==> src/rtl/llf_pkg.sv <==
// Shared constants, command and status types for the linear level fader.
`default_nettype none

package llf_pkg;

  // Refresh tick spacing in milliseconds and fraction bits of the level.
  localparam int REFRESH_MS = 1;
  localparam int FRAC_BITS  = 16;

  // Field and register widths.
  localparam int MS_W   = 16;
  localparam int RAW_W  = 16;
  localparam int TGT_W  = 9;
  localparam int OUT_W  = 8;
  localparam int LVL_W  = OUT_W + FRAC_BITS;
  localparam int STEP_W = LVL_W + 1;
  localparam int SUM_W  = LVL_W + 2;
  localparam int PROD_W = MS_W + LVL_W;
  localparam int SPAN_W = PROD_W - FRAC_BITS;

  // Divisor of the full-range step count, without the fraction scaling.
  localparam int FULL_DIV = 255 * REFRESH_MS;

  // Shared divider: numerator, divisor and iteration sizes.
  localparam int NUM_W     = (SPAN_W > LVL_W) ? SPAN_W : LVL_W;
  localparam int DIV_BITS  = 2;
  localparam int DIV_ITERS = (NUM_W + DIV_BITS - 1) / DIV_BITS;
  localparam int QUO_W     = DIV_ITERS * DIV_BITS;
  localparam int FDIV_W    = $clog2(FULL_DIV + 1);
  localparam int DEN_W     = (FDIV_W > MS_W) ? FDIV_W : MS_W;
  localparam int CNT_W     = $clog2(DIV_ITERS + 1);

  // Configuration register indexes.
  localparam int CFG_IDX_W = 2;
  localparam logic [CFG_IDX_W-1:0] CFG_FADE_UP   = 2'd0;
  localparam logic [CFG_IDX_W-1:0] CFG_FADE_DOWN = 2'd1;
  localparam logic [CFG_IDX_W-1:0] CFG_MODE      = 2'd2;

  localparam logic [MS_W-1:0] FADE_MS_RST = 16'd300;

  // Request kinds.
  localparam logic REQ_TARGET = 1'b0;
  localparam logic REQ_TICK   = 1'b1;

  typedef enum logic [3:0] {
    ST_IDLE,
    ST_DECODE,
    ST_SETUP,
    ST_MUL,
    ST_DIV1_GO,
    ST_DIV1_WAIT,
    ST_DIV2_WAIT,
    ST_STEP,
    ST_JUMP
  } llf_state_e;

  typedef struct packed {
    logic capture;
    logic setup;
    logic mul;
    logic div1_start;
    logic div2_start;
    logic load_step;
    logic step;
    logic jump;
  } llf_cmd_t;

  typedef struct packed {
    logic is_tick;
    logic fading;
    logic same_target;
    logic div_done;
    logic steps_zero;
    logic slot_free;
  } llf_sts_t;

endpackage

`default_nettype wire

==> src/rtl/llf_req_if.sv <==
// Request channel: a new target or a refresh tick.
`default_nettype none

interface llf_req_if import llf_pkg::*; ();
  logic                    valid;
  logic                    ready;
  logic                    req_type;
  logic signed [RAW_W-1:0] target_value;

  modport source (output valid, output req_type, output target_value, input ready);
  modport sink   (input valid, input req_type, input target_value, output ready);
endinterface

`default_nettype wire

==> src/rtl/llf_out_if.sv <==
// Result channel: the new integer output level.
`default_nettype none

interface llf_out_if import llf_pkg::*; ();
  logic             valid;
  logic             ready;
  logic [OUT_W-1:0] level_out;

  modport source (output valid, output level_out, input ready);
  modport sink   (input valid, input level_out, output ready);
endinterface

`default_nettype wire

==> src/rtl/llf_div.sv <==
// Restoring divider that retires DIV_BITS quotient bits per cycle.
`default_nettype none

module llf_div import llf_pkg::*; (
  input  wire logic             clk_i,
  input  wire logic             rst_ni,
  input  wire logic             start_i,
  input  wire logic [QUO_W-1:0] num_i,
  input  wire logic [DEN_W-1:0] den_i,
  output logic                  done_o,
  output logic [QUO_W-1:0]      quo_o
);

  logic             busy_q;
  logic             done_q;
  logic [CNT_W-1:0] cnt_q;
  logic [DEN_W:0]   rem_q, rem_d;
  logic [QUO_W-1:0] quo_q, quo_d;
  logic [DEN_W-1:0] den_q;

  always_comb begin
    rem_d = rem_q;
    quo_d = quo_q;
    for (int i = 0; i < DIV_BITS; i++) begin
      rem_d = {rem_d[DEN_W-1:0], quo_d[QUO_W-1]};
      quo_d = {quo_d[QUO_W-2:0], 1'b0};
      if (rem_d >= {1'b0, den_q}) begin
        rem_d    = rem_d - {1'b0, den_q};
        quo_d[0] = 1'b1;
      end
    end
  end

  always_ff @(posedge clk_i or negedge rst_ni) begin
    if (!rst_ni) begin
      busy_q <= 1'b0;
      done_q <= 1'b0;
      cnt_q  <= '0;
    end else begin
      done_q <= busy_q && (cnt_q == CNT_W'(1));
      if (start_i) begin
        busy_q <= 1'b1;
        cnt_q  <= CNT_W'(DIV_ITERS);
      end else if (busy_q) begin
        cnt_q <= cnt_q - CNT_W'(1);
        if (cnt_q == CNT_W'(1)) begin
          busy_q <= 1'b0;
        end
      end
    end
  end

  always_ff @(posedge clk_i) begin
    if (start_i) begin
      rem_q <= '0;
      quo_q <= num_i;
      den_q <= den_i;
    end else if (busy_q) begin
      rem_q <= rem_d;
      quo_q <= quo_d;
    end
  end

  assign done_o = done_q;
  assign quo_o  = quo_q;

  // The finish pulse follows the last iteration, never a running one.
  a_done_idle: assert property (@(posedge clk_i) disable iff (!rst_ni)
    done_q |-> !busy_q)
    else $error("divider reports done while still iterating");

endmodule

`default_nettype wire

==> src/rtl/llf_ctrl.sv <==
// Sequencing state machine of the fader.
`default_nettype none

module llf_ctrl import llf_pkg::*; (
  input  wire logic     clk_i,
  input  wire logic     rst_ni,
  input  wire logic     in_valid_i,
  output logic          in_ready_o,
  input  wire llf_sts_t sts_i,
  output llf_cmd_t      cmd_o
);

  llf_state_e state_q, state_d;

  always_ff @(posedge clk_i or negedge rst_ni) begin
    if (!rst_ni) begin
      state_q <= ST_IDLE;
    end else begin
      state_q <= state_d;
    end
  end

  always_comb begin
    state_d    = state_q;
    cmd_o      = '0;
    in_ready_o = 1'b0;
    case (state_q)
      ST_IDLE: begin
        in_ready_o = 1'b1;
        if (in_valid_i) begin
          cmd_o.capture = 1'b1;
          state_d       = ST_DECODE;
        end
      end
      ST_DECODE: begin
        if (sts_i.is_tick) begin
          state_d = sts_i.fading ? ST_STEP : ST_IDLE;
        end else if (sts_i.same_target) begin
          state_d = ST_IDLE;
        end else begin
          state_d = ST_SETUP;
        end
      end
      ST_SETUP: begin
        cmd_o.setup = 1'b1;
        state_d     = ST_MUL;
      end
      ST_MUL: begin
        cmd_o.mul = 1'b1;
        state_d   = ST_DIV1_GO;
      end
      ST_DIV1_GO: begin
        cmd_o.div1_start = 1'b1;
        state_d          = ST_DIV1_WAIT;
      end
      ST_DIV1_WAIT: begin
        if (sts_i.div_done) begin
          if (sts_i.steps_zero) begin
            state_d = ST_JUMP;
          end else begin
            cmd_o.div2_start = 1'b1;
            state_d          = ST_DIV2_WAIT;
          end
        end
      end
      ST_DIV2_WAIT: begin
        if (sts_i.div_done) begin
          cmd_o.load_step = 1'b1;
          state_d         = ST_STEP;
        end
      end
      ST_STEP: begin
        if (sts_i.slot_free) begin
          cmd_o.step = 1'b1;
          state_d    = ST_IDLE;
        end
      end
      ST_JUMP: begin
        if (sts_i.slot_free) begin
          cmd_o.jump = 1'b1;
          state_d    = ST_IDLE;
        end
      end
      default: begin
        state_d = ST_IDLE;
      end
    endcase
  end

  // A level update may only be committed when the output register can take it.
  a_commit_free: assert property (@(posedge clk_i) disable iff (!rst_ni)
    (cmd_o.step || cmd_o.jump) |-> sts_i.slot_free)
    else $error("level committed while the output register is occupied");

  // Divider results only arrive while the sequencer is waiting for them.
  a_done_wait: assert property (@(posedge clk_i) disable iff (!rst_ni)
    sts_i.div_done |-> (state_q == ST_DIV1_WAIT || state_q == ST_DIV2_WAIT))
    else $error("divider finished outside a wait state");

endmodule

`default_nettype wire

==> src/rtl/llf_dp.sv <==
// Datapath of the fader: settings, fade state, step arithmetic and output register.
`default_nettype none

module llf_dp import llf_pkg::*; (
  input  wire logic                    clk_i,
  input  wire logic                    rst_ni,
  input  wire logic                    cfg_we_i,
  input  wire logic [CFG_IDX_W-1:0]    cfg_idx_i,
  input  wire logic [MS_W-1:0]         cfg_wdata_i,
  input  wire logic                    in_req_type_i,
  input  wire logic signed [RAW_W-1:0] in_target_value_i,
  input  wire logic                    out_ready_i,
  output logic                         out_valid_o,
  output logic [OUT_W-1:0]             out_level_o,
  input  wire llf_cmd_t                cmd_i,
  output llf_sts_t                     sts_o
);

  // Settings.
  logic [MS_W-1:0] fade_up_q, fade_down_q;
  logic            mode_q;

  // Fade state.
  logic [LVL_W-1:0]         level_q, level_d;
  logic signed [STEP_W-1:0] step_q, step_d;
  logic [TGT_W-1:0]         target_q;
  logic [TGT_W-1:0]         last_q, last_d;
  logic                     fading_q, fading_d;

  // Captured request and working values.
  logic                    req_type_q;
  logic signed [RAW_W-1:0] raw_q;
  logic [LVL_W-1:0]        mag_q, mag_d;
  logic                    neg_q, neg_d;
  logic [MS_W-1:0]         dur_q, dur_d;
  logic [PROD_W-1:0]       prod_q;

  // Output register.
  logic             out_valid_q;
  logic [OUT_W-1:0] out_level_q;

  // Divider connections.
  logic             div_start, div_done;
  logic [QUO_W-1:0] div_num, div_quo;
  logic [DEN_W-1:0] div_den;

  logic [OUT_W-1:0]        clamp;
  logic [LVL_W-1:0]        new_fix, cur_fix;
  logic [LVL_W-1:0]        q_mag;
  logic signed [SUM_W-1:0] sum, tgt_ext;
  logic                    step_pos, step_neg, cont;
  logic [OUT_W-1:0]        whole;
  logic                    emit;
  logic                    slot_free;

  // Clamp the raw request into the level range; find the distance, direction and fade time.
  always_comb begin
    if (raw_q[RAW_W-1]) begin
      clamp = '0;
    end else if (raw_q[RAW_W-2:OUT_W] != '0) begin
      clamp = '1;
    end else begin
      clamp = raw_q[OUT_W-1:0];
    end
    new_fix = {clamp, {FRAC_BITS{1'b0}}};
    neg_d   = level_q > new_fix;
    mag_d   = neg_d ? (level_q - new_fix) : (new_fix - level_q);
    dur_d   = (level_q < new_fix) ? fade_up_q : fade_down_q;
  end

  // Step count first, then the step size from the same divider.
  assign div_start = cmd_i.div1_start || cmd_i.div2_start;
  always_comb begin
    if (cmd_i.div2_start) begin
      div_num = QUO_W'(mag_q);
      div_den = div_quo[DEN_W-1:0];
    end else if (mode_q) begin
      div_num = QUO_W'(prod_q[PROD_W-1:FRAC_BITS]);
      div_den = DEN_W'(FULL_DIV);
    end else begin
      div_num = QUO_W'(dur_q);
      div_den = DEN_W'(REFRESH_MS);
    end
  end

  llf_div u_div (
    .clk_i   (clk_i),
    .rst_ni  (rst_ni),
    .start_i (div_start),
    .num_i   (div_num),
    .den_i   (div_den),
    .done_o  (div_done),
    .quo_o   (div_quo)
  );

  // A nonzero distance always moves by at least one LSB.
  always_comb begin
    q_mag = div_quo[LVL_W-1:0];
    if (q_mag == '0 && mag_q != '0) begin
      q_mag = LVL_W'(1);
    end
    step_d = neg_q ? -$signed({1'b0, q_mag}) : $signed({1'b0, q_mag});
  end

  // One step of the fade, snapping to the target once it is reached or passed.
  always_comb begin
    cur_fix  = {target_q[OUT_W-1:0], {FRAC_BITS{1'b0}}};
    sum      = $signed({2'b00, level_q}) +
               $signed({{(SUM_W-STEP_W){step_q[STEP_W-1]}}, step_q});
    tgt_ext  = $signed({2'b00, cur_fix});
    step_neg = step_q[STEP_W-1];
    step_pos = !step_neg && (step_q != '0);
    cont     = ((sum < tgt_ext) && step_pos) || ((sum > tgt_ext) && step_neg);
    level_d  = cont ? sum[LVL_W-1:0] : cur_fix;
    fading_d = cont;
    whole    = level_d[LVL_W-1:FRAC_BITS];
    emit     = {1'b0, whole} != last_q;
    last_d   = emit ? {1'b0, whole} : last_q;
  end

  assign slot_free = !out_valid_q || out_ready_i;

  always_ff @(posedge clk_i or negedge rst_ni) begin
    if (!rst_ni) begin
      fade_up_q   <= FADE_MS_RST;
      fade_down_q <= FADE_MS_RST;
      mode_q      <= 1'b0;
      level_q     <= '0;
      step_q      <= '0;
      target_q    <= '1;
      last_q      <= '1;
      fading_q    <= 1'b0;
      out_valid_q <= 1'b0;
    end else begin
      if (cfg_we_i) begin
        case (cfg_idx_i)
          CFG_FADE_UP:   fade_up_q   <= cfg_wdata_i;
          CFG_FADE_DOWN: fade_down_q <= cfg_wdata_i;
          CFG_MODE:      mode_q      <= cfg_wdata_i[0];
          default:       ;
        endcase
      end
      if (cmd_i.setup) begin
        target_q <= {1'b0, clamp};
      end
      if (cmd_i.load_step) begin
        step_q   <= step_d;
        last_q   <= '1;
        fading_q <= 1'b1;
      end
      if (cmd_i.step) begin
        level_q  <= level_d;
        fading_q <= fading_d;
        last_q   <= last_d;
      end
      if (cmd_i.jump) begin
        level_q  <= cur_fix;
        fading_q <= 1'b0;
        last_q   <= '1;
      end
      if ((cmd_i.step && emit) || cmd_i.jump) begin
        out_valid_q <= 1'b1;
      end else if (out_ready_i) begin
        out_valid_q <= 1'b0;
      end
    end
  end

  always_ff @(posedge clk_i) begin
    if (cmd_i.capture) begin
      req_type_q <= in_req_type_i;
      raw_q      <= in_target_value_i;
    end
    if (cmd_i.setup) begin
      mag_q <= mag_d;
      neg_q <= neg_d;
      dur_q <= dur_d;
    end
    if (cmd_i.mul) begin
      prod_q <= PROD_W'(dur_q) * PROD_W'(mag_q);
    end
    if (cmd_i.step && emit) begin
      out_level_q <= whole;
    end else if (cmd_i.jump) begin
      out_level_q <= target_q[OUT_W-1:0];
    end
  end

  assign out_valid_o = out_valid_q;
  assign out_level_o = out_level_q;

  always_comb begin
    sts_o             = '0;
    sts_o.is_tick     = (req_type_q == REQ_TICK);
    sts_o.fading      = fading_q;
    sts_o.same_target = (raw_q == $signed({{(RAW_W-TGT_W){target_q[TGT_W-1]}}, target_q}));
    sts_o.div_done    = div_done;
    sts_o.steps_zero  = (div_quo == '0);
    sts_o.slot_free   = slot_free;
  end

  // A running fade always heads for a real target, never the reset marker.
  a_fade_target: assert property (@(posedge clk_i) disable iff (!rst_ni)
    fading_q |-> !target_q[TGT_W-1])
    else $error("fade running without a valid target");

endmodule

`default_nettype wire

==> src/rtl/linear_level_fader.sv <==
// Top level of the linear level fader: controller, datapath and channel wiring.
//
// The block moves an 8-bit output level toward a requested target in equal
// fixed-point steps. Requests arrive on req_i: req_type 0 carries a new raw
// target in target_value, req_type 1 is a refresh tick that advances a
// running fade by one step. Each new integer level leaves on res_o.
// Both channels use valid/ready; a request is taken when both are high.
// A new target runs through a multiply and one or two passes of the shared
// divider (two quotient bits per cycle); the second pass, for the step size,
// is skipped when the step count is zero. One request is worked on at a time,
// and req_i is ready again as soon as the previous one is done.
// The result sits in an output register, so a new request is accepted while
// a level still waits on res_o. If the receiver stalls, the next level update
// waits until that register is free; nothing is dropped.
// Settings are to be written through cfg_we_i, cfg_idx_i and cfg_wdata_i only
// while the block is idle; the block itself does not enforce this. Reset sets
// both fade times to 300 ms, per-fade timing, level zero and no target.
`default_nettype none

module linear_level_fader import llf_pkg::*; (
  input  wire logic                 clk_i,
  input  wire logic                 rst_ni,
  llf_req_if.sink                   req_i,
  llf_out_if.source                 res_o,
  input  wire logic                 cfg_we_i,
  input  wire logic [CFG_IDX_W-1:0] cfg_idx_i,
  input  wire logic [MS_W-1:0]      cfg_wdata_i
);

  llf_cmd_t cmd;
  llf_sts_t sts;
  logic     in_ready;

  // The controller decides when a request is taken and which datapath
  // operation runs in each cycle.
  llf_ctrl u_ctrl (
    .clk_i      (clk_i),
    .rst_ni     (rst_ni),
    .in_valid_i (req_i.valid),
    .in_ready_o (in_ready),
    .sts_i      (sts),
    .cmd_o      (cmd)
  );

  assign req_i.ready = in_ready;

  // The datapath holds the settings, the fade state and the output register.
  llf_dp u_dp (
    .clk_i             (clk_i),
    .rst_ni            (rst_ni),
    .cfg_we_i          (cfg_we_i),
    .cfg_idx_i         (cfg_idx_i),
    .cfg_wdata_i       (cfg_wdata_i),
    .in_req_type_i     (req_i.req_type),
    .in_target_value_i (req_i.target_value),
    .out_ready_i       (res_o.ready),
    .out_valid_o       (res_o.valid),
    .out_level_o       (res_o.level_out),
    .cmd_i             (cmd),
    .sts_o             (sts)
  );

endmodule

`default_nettype wire
==> src/flat_wrapper.sv <==
// flat-port wrapper written by rule: the top's interface ports become plain ports
module linear_level_fader_flat import llf_pkg::*;
  (clk_i, rst_ni, cfg_we_i, cfg_idx_i, cfg_wdata_i, req_i_valid, req_i_req_type, req_i_target_value, req_i_ready, res_o_valid, res_o_level_out, res_o_ready);
  llf_req_if req_i_i ();
  llf_out_if res_o_i ();
  input  wire logic clk_i;
  input  wire logic rst_ni;
  input  wire logic cfg_we_i;
  input  wire logic [CFG_IDX_W-1:0] cfg_idx_i;
  input  wire logic [MS_W-1:0] cfg_wdata_i;
  input wire logic [$bits(req_i_i.valid)-1:0] req_i_valid;
  input wire logic [$bits(req_i_i.req_type)-1:0] req_i_req_type;
  input wire logic [$bits(req_i_i.target_value)-1:0] req_i_target_value;
  output wire logic [$bits(req_i_i.ready)-1:0] req_i_ready;
  output wire logic [$bits(res_o_i.valid)-1:0] res_o_valid;
  output wire logic [$bits(res_o_i.level_out)-1:0] res_o_level_out;
  input wire logic [$bits(res_o_i.ready)-1:0] res_o_ready;
  assign req_i_i.valid = req_i_valid;
  assign req_i_i.req_type = req_i_req_type;
  assign req_i_i.target_value = req_i_target_value;
  assign req_i_ready = req_i_i.ready;
  assign res_o_valid = res_o_i.valid;
  assign res_o_level_out = res_o_i.level_out;
  assign res_o_i.ready = res_o_ready;
  linear_level_fader u_core (.clk_i(clk_i), .rst_ni(rst_ni), .req_i(req_i_i), .res_o(res_o_i), .cfg_we_i(cfg_we_i), .cfg_idx_i(cfg_idx_i), .cfg_wdata_i(cfg_wdata_i));
endmodule
==> config.mk <==
export PLATFORM = sky130hd
export DESIGN_NAME = linear_level_fader_flat
export DESIGN_NICKNAME = d
export VERILOG_FILES = /design/src/rtl/llf_pkg.sv /design/src/rtl/llf_req_if.sv /design/src/rtl/llf_out_if.sv /design/src/rtl/llf_div.sv /design/src/rtl/llf_ctrl.sv /design/src/rtl/llf_dp.sv /design/src/rtl/linear_level_fader.sv /design/src/flat_wrapper.sv
export SDC_FILE = /design/constraint.sdc
export NUM_CORES = 2
export LEC_CHECK = 0
export ABC_AREA = 1
export BUFFER_PORTS_ARGS = -buffer_cell sky130_fd_sc_hd__buf_2
export CORE_ASPECT_RATIO = 2
export CORE_UTILIZATION = 55
export DETAILED_ROUTE_END_ITERATION = 10
export GPL_TIMING_DRIVEN = 0
export PLACE_DENSITY = 0.71
export SLEW_MARGIN = 5
export SYNTH_ARGS = -nofsm -noshare
export SYNTH_HDL_FRONTEND = slang
export SYNTH_SLANG_ARGS = --single-unit
==> constraint.sdc <==
create_clock -name clk_i -period 11.67 [get_ports clk_i]
set_input_delay 3.501 -clock clk_i [delete_from_list [all_inputs] [get_ports clk_i]]
set_output_delay 3.501 -clock clk_i [all_outputs]
set_load 0.01 [all_outputs]
==> flow_metrics.tcl <==
set metrics [dict create \
    outcome "finished, final reports clean" \
    post_cts_buffers 0 \
    wl_mm 92.53 \
    worstMarginPinSlew_ps 1288 \
    synth_edf_count 130 \
    cap_violations 0 \
    ys_warn_count 0 \
    grt_overflow 0 \
    syn-cell-area_mm2 0.02795 \
    grt_first_pass_wirelength_mm 141.2 \
    cts_tree "yes" \
    wl_met3_mm 4.947 \
    worst-setup-path-type "reg2reg" \
    path_clk_slew_ps 80 \
    initial_core_util_pct 55.82 \
    antenna_found_initial 1 \
    io_buffers 49 \
    synth.avg_cell_area_um2 8.060 \
    finalCritPeriodShare_pct 70.13 \
    met2_length_mm 48.87 \
    ys_ff_latch 258 \
    synth.distinct_cells 64 \
    rows 116 \
    die_y_um 320.8 \
    hp-class "reg2reg" \
    tns_ps 0 \
    fin_nets 4084 \
    globalRouteTotalUtil_pct 37.17 \
    required_ps 11950 \
    clkSinkCount 258 \
    num_vias 23903 \
    synth_simple_gate_area_share_pct 18.62 \
    clock_skew_ps 14.41 \
    worst_slew_margin_rel_pct 14.12 \
    final_common_cell "nand2_1" \
    grt_setup_unrepaired "no" \
    wl_per_cell_um 21.97 \
    ys_seq_area_share_pct 25.25 \
    viasPerCell 5.676 \
    dieWidth_um 161.4 \
    place_ws_ps 3719 \
    final_util_pct 59.53 \
    syn_nets 4008 \
    synth-main-ff-cell "edfxtp_1" \
    syn_to_final_growth_pct 6.638 \
    cp-start-kind "flip-flop" \
    io-pin-count 50 \
    hold_viol_final 0 \
    gp_congestion 1.037 \
    coreArea_mm2 0.05007 \
    synthAdderAreaFrac_pct 30.68 \
    synth_compound_gate_area_share_pct 8.666 \
    hold_ws_ps 464.4 \
    setup_ws_ps 3485 \
    ant_nets 0 \
    worst_skew_pair.late_latency_ps 560 \
    holdBufCountCts 0 \
    met1_length_mm 26.78 \
    cts_buffer_depth 3 \
    layout_common_cells "nand2_1 (871), inv_1 (740), fa_1 (309)" \
    n_fill_cell 4678 \
    cts-root-buf "clkbuf_16" \
    drt_pass1_iterations 8 \
    setup_violations 0 \
    regArea_mm2 0.007059 \
    cp-end-kind "flip-flop" \
    drive_above_1_share_pct 5.056 \
    cts_buffers 22 \
    die_area_mm2 0.05178 \
    ys_async_sr_fraction_pct 43.41 \
    htreeDepth 1 \
    final-max-slew-violation-count 0 \
    worst-path-max-fanout 10 \
    drc 0 \
    max_freq_ghz 0.1222 \
    fin_crit_ps 8185 \
    muxShareOfSynthArea_pct 1.325 \
    synth_xor_area_share_pct 3.415 \
    synth_top_family_by_area "adder cells" \
    drt-initial-drc-count 1404 \
    grt_max_degree 78 \
    hpwl_mm 74.66 \
    top_layer "met5" \
    ctsResizeCount 0 \
    grt_pass1_vias 25235 \
    synthCells 3468 \
    multi_input_area_mm2 0.01754 \
    arrival_ps 8470 \
]
==> final cells by class <==
class / instances / area share (%)
Multi-Input combinational cell: 2322 / 58.84
Sequential cell: 258 / 23.68
Inverter: 750 / 9.453
Tap cell: 649 / 2.724
Clock buffer: 28 / 2.061
Buffer: 138 / 1.843
Timing Repair Buffer: 52 / 1.054
Clock inverter: 12 / 0.3232
Antenna cell: 2 / 0.01679
==> state kept, by name, summed over array words and instances (netlist names), 4 cells and up <==
name / flops
u_core.u_ctrl.state_q: 4
u_core.u_dp.dur_q: 16
u_core.u_dp.fade_down_q: 16
u_core.u_dp.fade_up_q: 16
u_core.u_dp.last_q: 9
u_core.u_dp.level_q: 24
u_core.u_dp.mag_q: 24
u_core.u_dp.out_level_o: 8
u_core.u_dp.prod_q: 24
u_core.u_dp.raw_q: 16
u_core.u_dp.step_q: 25
u_core.u_dp.target_q: 9
u_core.u_dp.u_div.cnt_q: 4
u_core.u_dp.u_div.den_q: 16
u_core.u_dp.u_div.quo_o: 24
u_core.u_dp.u_div.rem_q: 16
==> critical path: stages, from the launching register on <==
cell and delay [ps]:
edfxtp_1 330, clkbuf_1 880, clkbuf_1 580, nand2_1 160, fa_1 550, inv_1 60, fa_1 530, inv_1 50
fa_1 490, inv_1 50, fa_1 490, fa_1 560, inv_1 70, fa_1 540, inv_1 40, ha_1 350
a21oi_1 250, o21ai_0 150, a21oi_1 170, nand2_1 70, a21oi_1 520, o21bai_1 240, a21boi_0 370, o311ai_0 200
xor2_1 190
==> synth_stat cells (all sizes together) (28+ instances only) <==
library cell  number  area [um2]
nor2             169       654.4
nor3              28       140.1
ha               191        2390
fa               309        6186
clkbuf           111       416.7
xor2              82       718.2
nand3            122       638.1
o21ai            188       940.9
edfxtp           130        3904
inv              747        2806
dfrtp             86        2152
a21oi            127       658.1
nand2            883        3388
==> per-layer routing <==
metal,GRT usage (%),up-vias
li1,-,10898
met1,33.00,11494
met2,68.40,1013
met3,4.823,496
met4,39.60,2
met5,0,-
==> per-stage QoR <==
step	cells	area, um2
after floorplan	3468	27950
after global placement	4166	29010
after detailed placement	4169	29090
after CTS	4209	29800
after global routing	4209	29800
final	4211	29810
==> cell families (layout without fill, tap and decap cells) <==
kind of cell	count (synthesis)	count (layout)
xor gates and xnor gates	109	109
AOI/OAI and AO/OA	416	416
muxes	35	35
adders and majority gates	500	500
other	0	2
and+or+nand+nor	1262	1262
buffers and inverters	888	980
DFF	258	258
==> worst paths after layout <==
path / start / endpoint / slack (ps) / cells after the start
min in group asynchronous: rst_ni / u_core.u_dp.fade_down_q[12]$_DFFE_PN0P_ / 2840 / 1
max in group asynchronous: rst_ni / u_core.u_dp.level_q[1]$_DFFE_PN0P_ / 8070 / 2
max: u_core.u_dp.dur_q[5]$_DFFE_PP_ / u_core.u_dp.prod_q[36]$_DFFE_PP_ / 3490 / 24
min: u_core.u_dp.u_div.rem_q[15]$_SDFFE_PN0P_ / u_core.u_dp.u_div.rem_q[15]$_SDFFE_PN0P_ / 460 / 2
max reg2reg: u_core.u_dp.dur_q[5]$_DFFE_PP_ / u_core.u_dp.prod_q[36]$_DFFE_PP_ / 3490 / 24
min reg2reg: u_core.u_dp.u_div.rem_q[15]$_SDFFE_PN0P_ / u_core.u_dp.u_div.rem_q[15]$_SDFFE_PN0P_ / 460 / 2
Power is left out: the tool's default activity adds up to more than one toggle a clock period on the data nets, which glitch-free logic cannot reach.
